===== config.mk =====
export PLATFORM = sky130hd
export DESIGN_NAME = ts_cat_section_parser_unit
export DESIGN_NICKNAME = d
export VERILOG_FILES = /design/src/hdl/tscat_pkg.sv /design/src/hdl/tscat_ram.sv /design/src/hdl/tscat_front.sv /design/src/hdl/tscat_back.sv /design/src/hdl/ts_cat_section_parser_unit.sv
export SDC_FILE = /design/constraint.sdc
export NUM_CORES = 2
export LEC_CHECK = 0
export BUFFER_PORTS_ARGS = -buffer_cell sky130_fd_sc_hd__buf_2
export CAP_MARGIN = 5
export CORE_AREA = 8 8 732 734
export DETAILED_ROUTE_END_ITERATION = 16
export DIE_AREA = 0 0 740 742
export HOLD_SLACK_MARGIN = 0.08
export PLACE_DENSITY = 0.39
export SLEW_MARGIN = 10
export SYNTH_ARGS = -nofsm -noshare
export SYNTH_HDL_FRONTEND = slang
export SYNTH_HIERARCHICAL = 1
export SYNTH_SLANG_ARGS = --single-unit

===== constraint.sdc =====
create_clock -name clk -period 10.89 [get_ports clk]
set_input_delay 0.5445 -clock clk [delete_from_list [all_inputs] [get_ports clk]]
set_output_delay 0.5445 -clock clk [all_outputs]
set_load 0.005 [all_outputs]

===== src/hdl/tscat_pkg.sv =====
// Shared types, constants and codes for the CA table section parser.
package tscat_pkg;

	localparam int PAYLOAD_MAX_DEF     = 184;
	localparam int MAX_DESCRIPTORS_DEF = 16;

	localparam logic [7:0]  TABLE_ID_CAT  = 8'h01;
	localparam logic [12:0] TABLE_PID_RST = 13'd1;
	localparam logic [11:0] SECTION_MIN   = 12'd9;
	localparam logic [7:0]  DESC_LEN_MIN  = 8'd4;

	typedef enum logic [1:0] {
		KIND_DESC_HDR = 2'd0,
		KIND_PRIVATE  = 2'd1,
		KIND_PARSE    = 2'd2,
		KIND_CHANGE   = 2'd3
	} kind_t;

	typedef enum logic [2:0] {
		ST_OK       = 3'd0,
		ST_TABLE_ID = 3'd1,
		ST_SPAN     = 3'd2,
		ST_SECNUM   = 3'd3,
		ST_MULTI    = 3'd4,
		ST_DESC     = 3'd5
	} status_t;

	typedef enum logic {
		OP_PARSE   = 1'b0,
		OP_COMPARE = 1'b1
	} op_t;

	typedef struct packed {
		logic        opcode;
		logic [12:0] packet_pid;
		logic        scrambled;
		logic [7:0]  payload_length;
		logic [7:0]  payload_byte;
		logic        first_byte;
		logic        last_byte;
	} in_t;

	typedef struct packed {
		logic [1:0]  kind;
		logic [7:0]  descriptor_tag;
		logic [15:0] ca_system_id;
		logic [12:0] ca_pid;
		logic [7:0]  private_length;
		logic [7:0]  private_byte;
		logic [2:0]  parse_status;
		logic [4:0]  version;
		logic        current_next;
		logic [4:0]  descriptor_count;
		logic        changed;
		logic        last_result;
	} out_t;

	// item as queued between front and back (PID already matched)
	typedef struct packed {
		logic       opcode;
		logic [7:0] payload_length;
		logic [7:0] payload_byte;
		logic       first_byte;
		logic       last_byte;
	} item_t;

	// front to back queue handshake
	typedef struct packed {
		logic  valid;
		item_t item;
	} queue_out_t;

endpackage


===== src/hdl/tscat_ram.sv =====
// Generic single write port RAM with registered read.
module tscat_ram #(
	parameter int WIDTH = 8,
	parameter int DEPTH = 368
) (
	input  logic                     clk,
	input  logic                     we,
	input  logic [$clog2(DEPTH)-1:0] waddr,
	input  logic [WIDTH-1:0]         wdata,
	input  logic                     re,
	input  logic [$clog2(DEPTH)-1:0] raddr,
	output logic [WIDTH-1:0]         rdata
);

	logic [WIDTH-1:0] mem_q [DEPTH];

	always_ff @(posedge clk) begin
		if (we) begin
			mem_q[waddr] <= wdata;
		end
		if (re) begin
			rdata <= mem_q[raddr];
		end
	end

endmodule


===== src/hdl/tscat_front.sv =====
// Front end: input accept, PID/scrambling filter and two-entry queue.
module tscat_front import tscat_pkg::*; (
	input  logic        clk,
	input  logic        arst_n,
	input  logic        cfg_valid,
	output logic        cfg_ready,
	input  logic [12:0] cfg_table_pid,
	input  logic        in_valid,
	output logic        in_ready,
	input  in_t         in_data,
	output queue_out_t  q_out,
	input  logic        q_pop
);

	logic [12:0] table_pid_q;
	item_t       fifo_q [2];
	logic        wr_ptr_q, rd_ptr_q;
	logic [1:0]  count_q;
	logic        push, pop;

	assign cfg_ready = 1'b1;

	// configuration register
	always_ff @(posedge clk or negedge arst_n) begin
		if (!arst_n) begin
			table_pid_q <= TABLE_PID_RST;
		end else if (cfg_valid) begin
			table_pid_q <= cfg_table_pid;
		end
	end

	// classify: only clear packets on the table PID are queued
	assign in_ready = (count_q != 2'd2);
	assign push     = in_valid && in_ready &&
	                  (in_data.packet_pid == table_pid_q) && !in_data.scrambled;
	assign pop      = q_pop && (count_q != 2'd0);

	always_ff @(posedge clk) begin
		if (push) begin
			fifo_q[wr_ptr_q] <= '{opcode: in_data.opcode,
			                      payload_length: in_data.payload_length,
			                      payload_byte: in_data.payload_byte,
			                      first_byte: in_data.first_byte,
			                      last_byte: in_data.last_byte};
		end
	end

	always_ff @(posedge clk or negedge arst_n) begin
		if (!arst_n) begin
			wr_ptr_q <= 1'b0;
			rd_ptr_q <= 1'b0;
			count_q  <= 2'd0;
		end else begin
			if (push) wr_ptr_q <= ~wr_ptr_q;
			if (pop)  rd_ptr_q <= ~rd_ptr_q;
			count_q <= count_q + {1'b0, push} - {1'b0, pop};
		end
	end

	assign q_out.valid = (count_q != 2'd0);
	assign q_out.item  = fifo_q[rd_ptr_q];

endmodule


===== src/hdl/tscat_back.sv =====
// Back end: section parse state, payload store, compare and result output.
module tscat_back import tscat_pkg::*; #(
	parameter int PAYLOAD_MAX     = PAYLOAD_MAX_DEF,
	parameter int MAX_DESCRIPTORS = MAX_DESCRIPTORS_DEF
) (
	input  logic       clk,
	input  logic       arst_n,
	input  queue_out_t q_in,
	output logic       q_pop,
	output logic       out_valid,
	input  logic       out_ready,
	output out_t       out_data
);

	localparam int DEPTH = 2 * PAYLOAD_MAX;
	localparam int AW    = $clog2(DEPTH);
	localparam int FW    = $clog2(MAX_DESCRIPTORS + 1);
	localparam logic [7:0]    PMAX = 8'(PAYLOAD_MAX);
	localparam logic [FW-1:0] DMAX = FW'(MAX_DESCRIPTORS);

	typedef struct packed {
		out_t       r0;
		out_t       r1;
		logic [1:0] cnt;
		logic       cmp_act;
		logic       do_cmp;
		logic       forced;
		logic       first;
		logic [7:0] b;
	} s2_t;

	// parse state
	logic [7:0]    pos_q, ptr_q, didx_q, dlen_q, tidx_q, clen_q;
	logic [11:0]   sl_q;
	logic [31:0]   hdr_q;
	logic [4:0]    ver_q;
	logic          cn_q, cbank_q, open_q, done_q, diff_q;
	logic [FW-1:0] found_q;
	logic [2:0]    err_q;

	logic [7:0]    n_pos, n_ptr, n_didx, n_dlen, n_tidx, n_clen, t, d;
	logic [11:0]   n_sl, sl;
	logic [31:0]   n_hdr;
	logic [4:0]    n_ver;
	logic          n_cn, n_cbank, n_open, n_done, dec, ok;
	logic [FW-1:0] n_found;
	logic [2:0]    n_err;
	out_t          desc_r, stat_r;
	logic          desc_emit;
	s2_t           s1_res;

	logic          we, re;
	logic [AW-1:0] waddr, raddr;
	logic [7:0]    rdata;

	s2_t  s2_data;
	logic s2_valid, s2_idx_q, s2_done, diff_new;

	tscat_ram #(.WIDTH(8), .DEPTH(DEPTH)) u_store (
		.clk(clk), .we(we), .waddr(waddr), .wdata(q_in.item.payload_byte),
		.re(re), .raddr(raddr), .rdata(rdata)
	);

	// stage 1: per-byte parse and store access
	always_comb begin
		n_pos = pos_q; n_ptr = ptr_q; n_didx = didx_q; n_dlen = dlen_q;
		n_tidx = tidx_q; n_clen = clen_q; n_sl = sl_q; n_hdr = hdr_q;
		n_ver = ver_q; n_cn = cn_q; n_cbank = cbank_q; n_open = open_q;
		n_done = done_q; n_found = found_q; n_err = err_q;
		t = '0; d = '0; sl = '0; dec = 1'b0; ok = 1'b0;
		desc_r = '0; stat_r = '0; desc_emit = 1'b0; s1_res = '0;
		we = 1'b0; re = 1'b0; waddr = '0; raddr = '0;
		s1_res.b     = q_in.item.payload_byte;
		s1_res.first = q_in.item.first_byte;

		if (q_in.item.first_byte) begin
			n_pos = '0; n_ptr = '0; n_sl = '0; n_didx = '0; n_dlen = '0;
			n_hdr = '0; n_ver = '0; n_cn = 1'b0; n_found = '0; n_err = ST_OK;
			n_done = 1'b0; n_tidx = '0; n_open = 1'b1;
		end

		if (n_open) begin
			if (q_in.item.opcode == OP_PARSE) begin
				if (n_pos < PMAX) begin
					we    = q_pop;
					waddr = cbank_q ? AW'(PAYLOAD_MAX) + AW'(n_pos) : AW'(n_pos);
					if (n_err == ST_OK && !n_done) begin
						if (n_pos == 8'd0) begin
							n_ptr = q_in.item.payload_byte;
						end else if (n_ptr != 8'd0) begin
							n_ptr = n_ptr - 8'd1;
						end else begin
							t = n_tidx;
							if (n_tidx != 8'hFF) n_tidx = n_tidx + 8'd1;
							if (t == 8'd0) begin
								if (q_in.item.payload_byte != TABLE_ID_CAT) n_err = ST_TABLE_ID;
							end else if (t == 8'd1) begin
								n_hdr = {24'd0, q_in.item.payload_byte};
							end else if (t == 8'd2) begin
								sl   = {n_hdr[3:0], q_in.item.payload_byte};
								n_sl = sl;
								if ({5'd0, n_pos} + 13'd1 + {1'b0, sl} >
								    {5'd0, q_in.item.payload_length})
									n_err = ST_SPAN;
								else if (sl < SECTION_MIN)
									n_err = ST_DESC;
							end else begin
								dec = 1'b1;
								if (t == 8'd5) begin
									n_ver = q_in.item.payload_byte[5:1];
									n_cn  = q_in.item.payload_byte[0];
								end else if (t == 8'd6) begin
									if (q_in.item.payload_byte != 8'd0) begin
										n_err = ST_SECNUM; dec = 1'b0;
									end
								end else if (t == 8'd7) begin
									if (q_in.item.payload_byte != 8'd0) begin
										n_err = ST_MULTI; dec = 1'b0;
									end
								end else if (t >= 8'd8 && (n_didx != 8'd0 || n_sl > 12'd4)) begin
									// CA descriptor bytes
									d  = n_didx;
									ok = 1'b1;
									if (d == 8'd0) begin
										if (n_found >= DMAX) begin
											n_err = ST_DESC; ok = 1'b0;
										end else begin
											n_hdr = {q_in.item.payload_byte, 24'd0};
										end
									end else if (d == 8'd1) begin
										if (q_in.item.payload_byte < DESC_LEN_MIN ||
										    {4'd0, q_in.item.payload_byte} + 12'd5 > n_sl) begin
											n_err = ST_DESC; ok = 1'b0;
										end else begin
											n_dlen = q_in.item.payload_byte;
										end
									end else if (d == 8'd2) begin
										n_hdr[23:16] = q_in.item.payload_byte;
									end else if (d == 8'd3) begin
										n_hdr[15:8] = q_in.item.payload_byte;
									end else if (d == 8'd4) begin
										n_hdr[7:0] = q_in.item.payload_byte;
									end else if (d == 8'd5) begin
										desc_emit             = 1'b1;
										desc_r.kind           = KIND_DESC_HDR;
										desc_r.descriptor_tag = n_hdr[31:24];
										desc_r.ca_system_id   = n_hdr[23:8];
										desc_r.ca_pid         = {n_hdr[4:0], q_in.item.payload_byte};
										desc_r.private_length = n_dlen - DESC_LEN_MIN;
									end else begin
										desc_emit             = 1'b1;
										desc_r.kind           = KIND_PRIVATE;
										desc_r.descriptor_tag = n_hdr[31:24];
										desc_r.private_byte   = q_in.item.payload_byte;
									end
									if (ok) begin
										d = d + 8'd1;
										if (d >= 8'd2 && {1'b0, d} == {1'b0, n_dlen} + 9'd2) begin
											d       = 8'd0;
											n_found = n_found + FW'(1);
										end
										n_didx = d;
									end else begin
										dec = 1'b0;
									end
								end
								if (dec) begin
									if (n_sl != 12'd0) n_sl = n_sl - 12'd1;
									if (n_sl == 12'd0) n_done = 1'b1;
								end
							end
						end
					end
				end
			end else begin
				// compare against the committed bank
				s1_res.cmp_act = 1'b1;
				s1_res.do_cmp  = (n_pos < clen_q) && (n_pos < PMAX);
				s1_res.forced  = !s1_res.do_cmp;
				re    = s1_res.do_cmp && q_pop;
				raddr = cbank_q ? AW'(n_pos) : AW'(PAYLOAD_MAX) + AW'(n_pos);
			end

			if (n_pos < PMAX) n_pos = n_pos + 8'd1;

			if (q_in.item.last_byte) begin
				if (q_in.item.opcode == OP_PARSE) begin
					if (n_err == ST_OK && !n_done) n_err = ST_SPAN;
					if (n_err == ST_OK) begin
						n_cbank = ~cbank_q;
						n_clen  = n_pos;
					end
					stat_r.kind             = KIND_PARSE;
					stat_r.parse_status     = n_err;
					stat_r.version          = n_ver;
					stat_r.current_next     = n_cn;
					stat_r.descriptor_count = 5'(n_found);
				end else begin
					stat_r.kind = KIND_CHANGE;
					if (n_pos != clen_q || q_in.item.payload_length != clen_q)
						s1_res.forced = 1'b1;
				end
				stat_r.last_result = 1'b1;
				n_open = 1'b0;
			end
		end

		// pack results in order
		if (desc_emit) begin
			s1_res.r0 = desc_r;
			if (q_in.item.last_byte && n_open == 1'b0 && open_or_first()) begin
				s1_res.r1  = stat_r;
				s1_res.cnt = 2'd2;
			end else begin
				s1_res.r0.last_result = 1'b1;
				s1_res.cnt = 2'd1;
			end
		end else if (stat_r.last_result) begin
			s1_res.r0  = stat_r;
			s1_res.cnt = 2'd1;
		end
	end

	function automatic logic open_or_first();
		return open_q || q_in.item.first_byte;
	endfunction

	// stage 2 retire and stage 1 advance
	assign s2_done = s2_valid &&
	                 (s2_data.cnt == 2'd0 ||
	                  (out_ready && {1'b0, s2_idx_q} == s2_data.cnt - 2'd1));
	assign q_pop   = q_in.valid && (!s2_valid || s2_done);

	always_ff @(posedge clk or negedge arst_n) begin
		if (!arst_n) begin
			pos_q <= '0; ptr_q <= '0; didx_q <= '0; dlen_q <= '0; tidx_q <= '0;
			clen_q <= '0; sl_q <= '0; hdr_q <= '0; ver_q <= '0; cn_q <= 1'b0;
			cbank_q <= 1'b0; open_q <= 1'b0; done_q <= 1'b0; found_q <= '0;
			err_q <= ST_OK;
		end else if (q_pop) begin
			pos_q <= n_pos; ptr_q <= n_ptr; didx_q <= n_didx; dlen_q <= n_dlen;
			tidx_q <= n_tidx; clen_q <= n_clen; sl_q <= n_sl; hdr_q <= n_hdr;
			ver_q <= n_ver; cn_q <= n_cn; cbank_q <= n_cbank; open_q <= n_open;
			done_q <= n_done; found_q <= n_found; err_q <= n_err;
		end
	end

	// stage 2 register
	always_ff @(posedge clk) begin
		if (q_pop) s2_data <= s1_res;
	end

	always_ff @(posedge clk or negedge arst_n) begin
		if (!arst_n) begin
			s2_valid <= 1'b0;
			s2_idx_q <= 1'b0;
			diff_q   <= 1'b0;
		end else begin
			if (q_pop)        s2_valid <= 1'b1;
			else if (s2_done) s2_valid <= 1'b0;
			if (s2_done)                         s2_idx_q <= 1'b0;
			else if (out_valid && out_ready)     s2_idx_q <= 1'b1;
			if (s2_done) diff_q <= diff_new;
		end
	end

	// change flag from the stored byte read in stage 1
	always_comb begin
		diff_new = (s2_data.first ? 1'b0 : diff_q) |
		           (s2_data.cmp_act & (s2_data.forced |
		                               (s2_data.do_cmp & (rdata != s2_data.b))));
		out_data = s2_idx_q ? s2_data.r1 : s2_data.r0;
		if (out_data.kind == KIND_CHANGE) out_data.changed = diff_new;
	end

	assign out_valid = s2_valid && (s2_data.cnt != 2'd0);

endmodule


===== src/hdl/ts_cat_section_parser_unit.sv =====
// Top level of the CA table section parser.
// Takes one payload byte per cycle on the in channel and, while out_ready is
// high, accepts a byte every cycle; a byte that closes a descriptor-bearing
// packet can yield two results and holds the output stage until both are sent.
// The front filters on table_pid and queues up to two bytes; the back parses
// the section and reads or writes the two-bank payload store, whose registered
// read gives compare results in the cycle after the byte leaves the queue.
// The store needs no clearing after reset. table_pid is written on cfg.
module ts_cat_section_parser_unit import tscat_pkg::*; #(
	parameter int PAYLOAD_MAX     = PAYLOAD_MAX_DEF,
	parameter int MAX_DESCRIPTORS = MAX_DESCRIPTORS_DEF
) (
	input  logic        clk,
	input  logic        arst_n,
	input  logic        cfg_valid,
	output logic        cfg_ready,
	input  logic [12:0] cfg_table_pid,
	input  logic        in_valid,
	output logic        in_ready,
	input  in_t         in_data,
	output logic        out_valid,
	input  logic        out_ready,
	output out_t        out_data
);

	queue_out_t q;
	logic       q_pop;

	tscat_front u_front (
		.clk(clk), .arst_n(arst_n),
		.cfg_valid(cfg_valid), .cfg_ready(cfg_ready), .cfg_table_pid(cfg_table_pid),
		.in_valid(in_valid), .in_ready(in_ready), .in_data(in_data),
		.q_out(q), .q_pop(q_pop)
	);

	tscat_back #(
		.PAYLOAD_MAX(PAYLOAD_MAX), .MAX_DESCRIPTORS(MAX_DESCRIPTORS)
	) u_back (
		.clk(clk), .arst_n(arst_n),
		.q_in(q), .q_pop(q_pop),
		.out_valid(out_valid), .out_ready(out_ready), .out_data(out_data)
	);

endmodule


==> results_dict.tcl <==
set metrics [dict create \
    die_width_um 740 \
    dieHeight_um 742 \
    postRouteWirelength_um 440000 \
    area.growth.synth_to_final_pct 16.3 \
    dpl_cell_area_mm2 0.140 \
    detail_route.drc_violations 0 \
    rsz_0062_raised_after_global_routing "no" \
    core_mm2 0.524 \
    wl_per_cell_um 30.4 \
    path_buf_inv 3 \
    std_cell_rows 266 \
    synth_compound_area_share_pct 3.75 \
    cts-root-buf "sky130_fd_sc_hd__clkbuf_16" \
    synthMostInstantiatedCell "sky130_fd_sc_hd__edfxtp_1" \
    mappedNetlistArea_mm2 0.131 \
    postSynth.topFlopCell "sky130_fd_sc_hd__edfxtp_1" \
    timing.critical_path.slowest_cell_delay_ps 1000 \
    detail_route.iter0.violations 6535 \
    maxSlewHeadroom_pct 5.09 \
    synth-edff-count 3089 \
    post_route_cells_drive_above_1_share_pct 22.7 \
    synth_cells 6863 \
    power_density_mw_per_mm2 171 \
    max_slew.worst_pin.slew_ps 1410 \
    synth_largest_type_area_fraction_pct 71.1 \
    tritoncts "yes" \
    status "finished, final reports clean" \
    numClockSinks 3215 \
    cts_max_path_buffers 4 \
    maximum_number_of_pins_on_one_net_before_global_route_repair 193 \
    worst_ir_drop_vdd_mv 0.111 \
    final_nets 7303 \
    synthSimpleGateAreaFrac_pct 4.70 \
    timing.critical_path.max_delay_family "simple AND/OR/NAND/NOR gates" \
    die_footprint_mm2 0.549 \
    synth_area_leaders "sky130_fd_sc_hd__edfxtp_1 (71%), sky130_fd_sc_hd__mux4_2 (12%), sky130_fd_sc_hd__dfrtp_1 (2.4%)" \
    cp.arrival_ps 8250 \
    async_set_or_reset_register_ratio_after_synthesis_pct 3.92 \
    insertion_delay_ps 990 \
    worst-path-max-fanout 49 \
    data_required_critical_path_ps 11630 \
    htree_levels 5 \
    grt_remaining_overflow 0 \
    grt_antenna_before_repair 33 \
    via_density 4.82 \
    fmax_mhz 133 \
    final_max_slew_viol_count 0 \
    worst_setup_hold_path_clk_slew_ps 60 \
    synth_xor_xnor_area_share_pct 0.587 \
    distinct_cell_type_count_of_the_synthesized_netlist 98 \
    critical_path.cell_chain "mux2_4, inv_2, nand2_1, nand2_1, nor2_4, buf_4, buf_4, mux4_2, a221oi_1, o22ai_1, nor4b_1, o221a_1, nor4_1" \
    wire_length_of_the_first_global_routing_pass_um 608000 \
    area_share_of_fa_ha_maj_cells_after_synthesis_pct 0.571 \
    final_design_area_excluding_fillers_mm2 0.152 \
    port-buffer-count 123 \
    io_pins 125 \
    synth_warnings 6 \
    route.antenna.remaining_nets 0 \
    cap_viol_max_count 0 \
    post_synth_most_frequent_cells "sky130_fd_sc_hd__edfxtp_1 (3089), sky130_fd_sc_hd__mux4_2 (715), sky130_fd_sc_hd__nor2_1 (556), sky130_fd_sc_hd__nand2_1 (280), sky130_fd_sc_hd__mux2i_1 (193)" \
    avgSynthCellArea_um2 19.0 \
    utilization_pct 29.0 \
    gp_congestion 0.832 \
    post-route-min-period_ps 7520 \
    synth.yosys.seq_area_share_pct 73.5 \
    worstSetupPathType "flip-flop to flip-flop" \
    place.detailed.hpwl_um 274000 \
    drt_pass1_iterations 5 \
    synth.largest_area_cell "sky130_fd_sc_hd__edfxtp_1" \
    final_min_period_over_clock_period_pct 69.0 \
    endpoint_kind "flip-flop" \
    holdCritPathClass "input port to async pin" \
    grt_usage_pct 15.5 \
    fin_skew_ps 72.7 \
    power.static_leakage_nw 46.4 \
    vias_in_the_first_global_route 71700 \
    setup_tns_ps 0 \
    muxShareOfSynthArea_pct 14.9 \
    critical-path-slowest-cell "sky130_fd_sc_hd__nor2_4" \
    timing.critical_path.from_type "flip-flop" \
    total_cts_buffers 369 \
    detailroute.via_count 69700 \
    setup.reg_to_reg.worst_slack_ps 3370 \
    final-hold-violation-count 0 \
    synth.ff_latch_count 3215 \
    combinational_family_with_the_most_area_after_synthesis "multiplexers" \
    final-setup-viol-count 0 \
    floorplan.initialDensity_pct 24.9 \
]
logic make-up after synthesis:
family | count (synthesis)
multiplexers | 1004
XOR/XNOR | 85
AND/OR/NAND/NOR | 1321
other | 2
buffers and inverters | 472
flip-flops | 3215
AO/OA/AOI/OAI | 705
adder cells (fa/ha/maj) | 59
report_power, final:
group / internal, W / leakage, nW / switching, W
registers: 0.0134 / 29.6 / 0.00000807
logic: 0.000199 / 11.1 / 0.000276
clock network: 0.00691 / 5.63 / 0.00515
total: 0.0205 / 46.4 / 0.00543
worst register-to-register path, stage by stage, from the launching register on:
cell and delay, ps:
sky130_fd_sc_hd__dfrtp_1 410, sky130_fd_sc_hd__mux2_4 630, sky130_fd_sc_hd__inv_2 370, sky130_fd_sc_hd__nand2_1 240, sky130_fd_sc_hd__nand2_1 450, sky130_fd_sc_hd__nor2_4 1000
sky130_fd_sc_hd__buf_4 720, sky130_fd_sc_hd__buf_4 530, sky130_fd_sc_hd__mux4_2 590, sky130_fd_sc_hd__a221oi_1 910, sky130_fd_sc_hd__o22ai_1 380, sky130_fd_sc_hd__nor4b_1 580
sky130_fd_sc_hd__o221a_1 390, sky130_fd_sc_hd__nor4_1 90
area by class of cell:
class                           instances  area [µm²]
Antenna cell                           11        27.5
Clock buffer                          453        9710
Clock inverter                        213        1900
Fill cell                           51600      372000
Inverter                               67         267
Multi-Input combinational cell       3178       32400
Sequential cell                      3215       95900
Tap cell                             6968        8720
Timing Repair Buffer                  362        2810
per-layer routing:
layer | vias up | part of all wire (%) | wire length (µm) | global-route usage, %
met5 | - | 0.019 | 82 | 0
met4 | 14 | 2.8 | 12400 | 3.92
met3 | 580 | 5.4 | 23800 | 2.52
met2 | 2199 | 48 | 210000 | 25.8
met1 | 38200 | 44 | 194000 | 21.1
li1 | 28700 | - | - | -
cells in the final DEF (no fill, tap or decap), types with 50 or more instances in the layout:
master                          count
sky130_fd_sc_hd__and3_1            65
sky130_fd_sc_hd__clkinv_2          62
sky130_fd_sc_hd__mux2_2            66
sky130_fd_sc_hd__nor3_1            58
sky130_fd_sc_hd__clkbuf_1          75
sky130_fd_sc_hd__clkbuf_16        375
sky130_fd_sc_hd__dlygate4sd3_1     50
sky130_fd_sc_hd__mux2i_1          193
sky130_fd_sc_hd__a22oi_1           55
sky130_fd_sc_hd__a21oi_1          121
sky130_fd_sc_hd__nor2_1           539
sky130_fd_sc_hd__nand3_1           68
sky130_fd_sc_hd__buf_2            123
sky130_fd_sc_hd__ha_1              58
sky130_fd_sc_hd__mux4_2           715
sky130_fd_sc_hd__nor2b_1           86
sky130_fd_sc_hd__a22o_1            53
sky130_fd_sc_hd__clkinv_1          87
sky130_fd_sc_hd__nand2_1          267
sky130_fd_sc_hd__dfrtp_1          124
sky130_fd_sc_hd__xnor2_1           57
sky130_fd_sc_hd__edfxtp_1        3089
sky130_fd_sc_hd__inv_1             60
sky130_fd_sc_hd__o21ai_0          136
sky130_fd_sc_hd__o22ai_1           52
sky130_fd_sc_hd__buf_4            166
path summary, 6_finish.rpt:
| check | startpoint | to | cells after the start |
|---|---|---|---|
| max in group asynchronous | arst_n | u_front/table_pid_q[10] | 3 |
| hold / removal | arst_n | u_back/hdr_q[30] | 2 |
| hold reg to reg | u_back/hdr_q[20] | u_back/hdr_q[20] | 1 |
| min in group clk | in_data[7] | u_front/fifo_q[1][7] | 2 |
| setup reg to reg | u_front/rd_ptr_q | u_back/u_store/rdata[3] | 13 |
| setup / recovery | u_front/rd_ptr_q | u_back/u_store/rdata[3] | 13 |
sequential cells by signal, summed over array words and instances, names as in the netlist, 8 cells and up:
name and flops:
u_back/dlen_q 8, u_back/hdr_q 29, u_back/pos_q 8, u_back/s2_data 99
u_back/didx_q 8, u_back/ptr_q 8, u_back/clen_q 8, u_back/u_store/mem_q 2944
u_front/fifo_q 38, u_back/u_store/rdata 8, u_back/sl_q 12, u_front/table_pid_q 13
u_back/tidx_q 8
metrics by stage:
step,setup WS (ps),hold WS [ps],cells,power (W)
after floorplan,2400,249,6865,0.0139
after global placement,2820,465,13700,0.0141
after detailed placement,3380,476,13700,0.0141
after CTS,3340,134,14500,0.0263
after global routing,3180,222,14500,0.0267
final,3370,201,14500,0.0259
timing repair:
item,in CTS,in global routing
buffers inserted,0,0
hold buffers,50,0
resized for setup,0,0
setup endpoints to repair,0,0
endpoints found under the hold margin,118,0
Power figures use the tool's default switching activity.
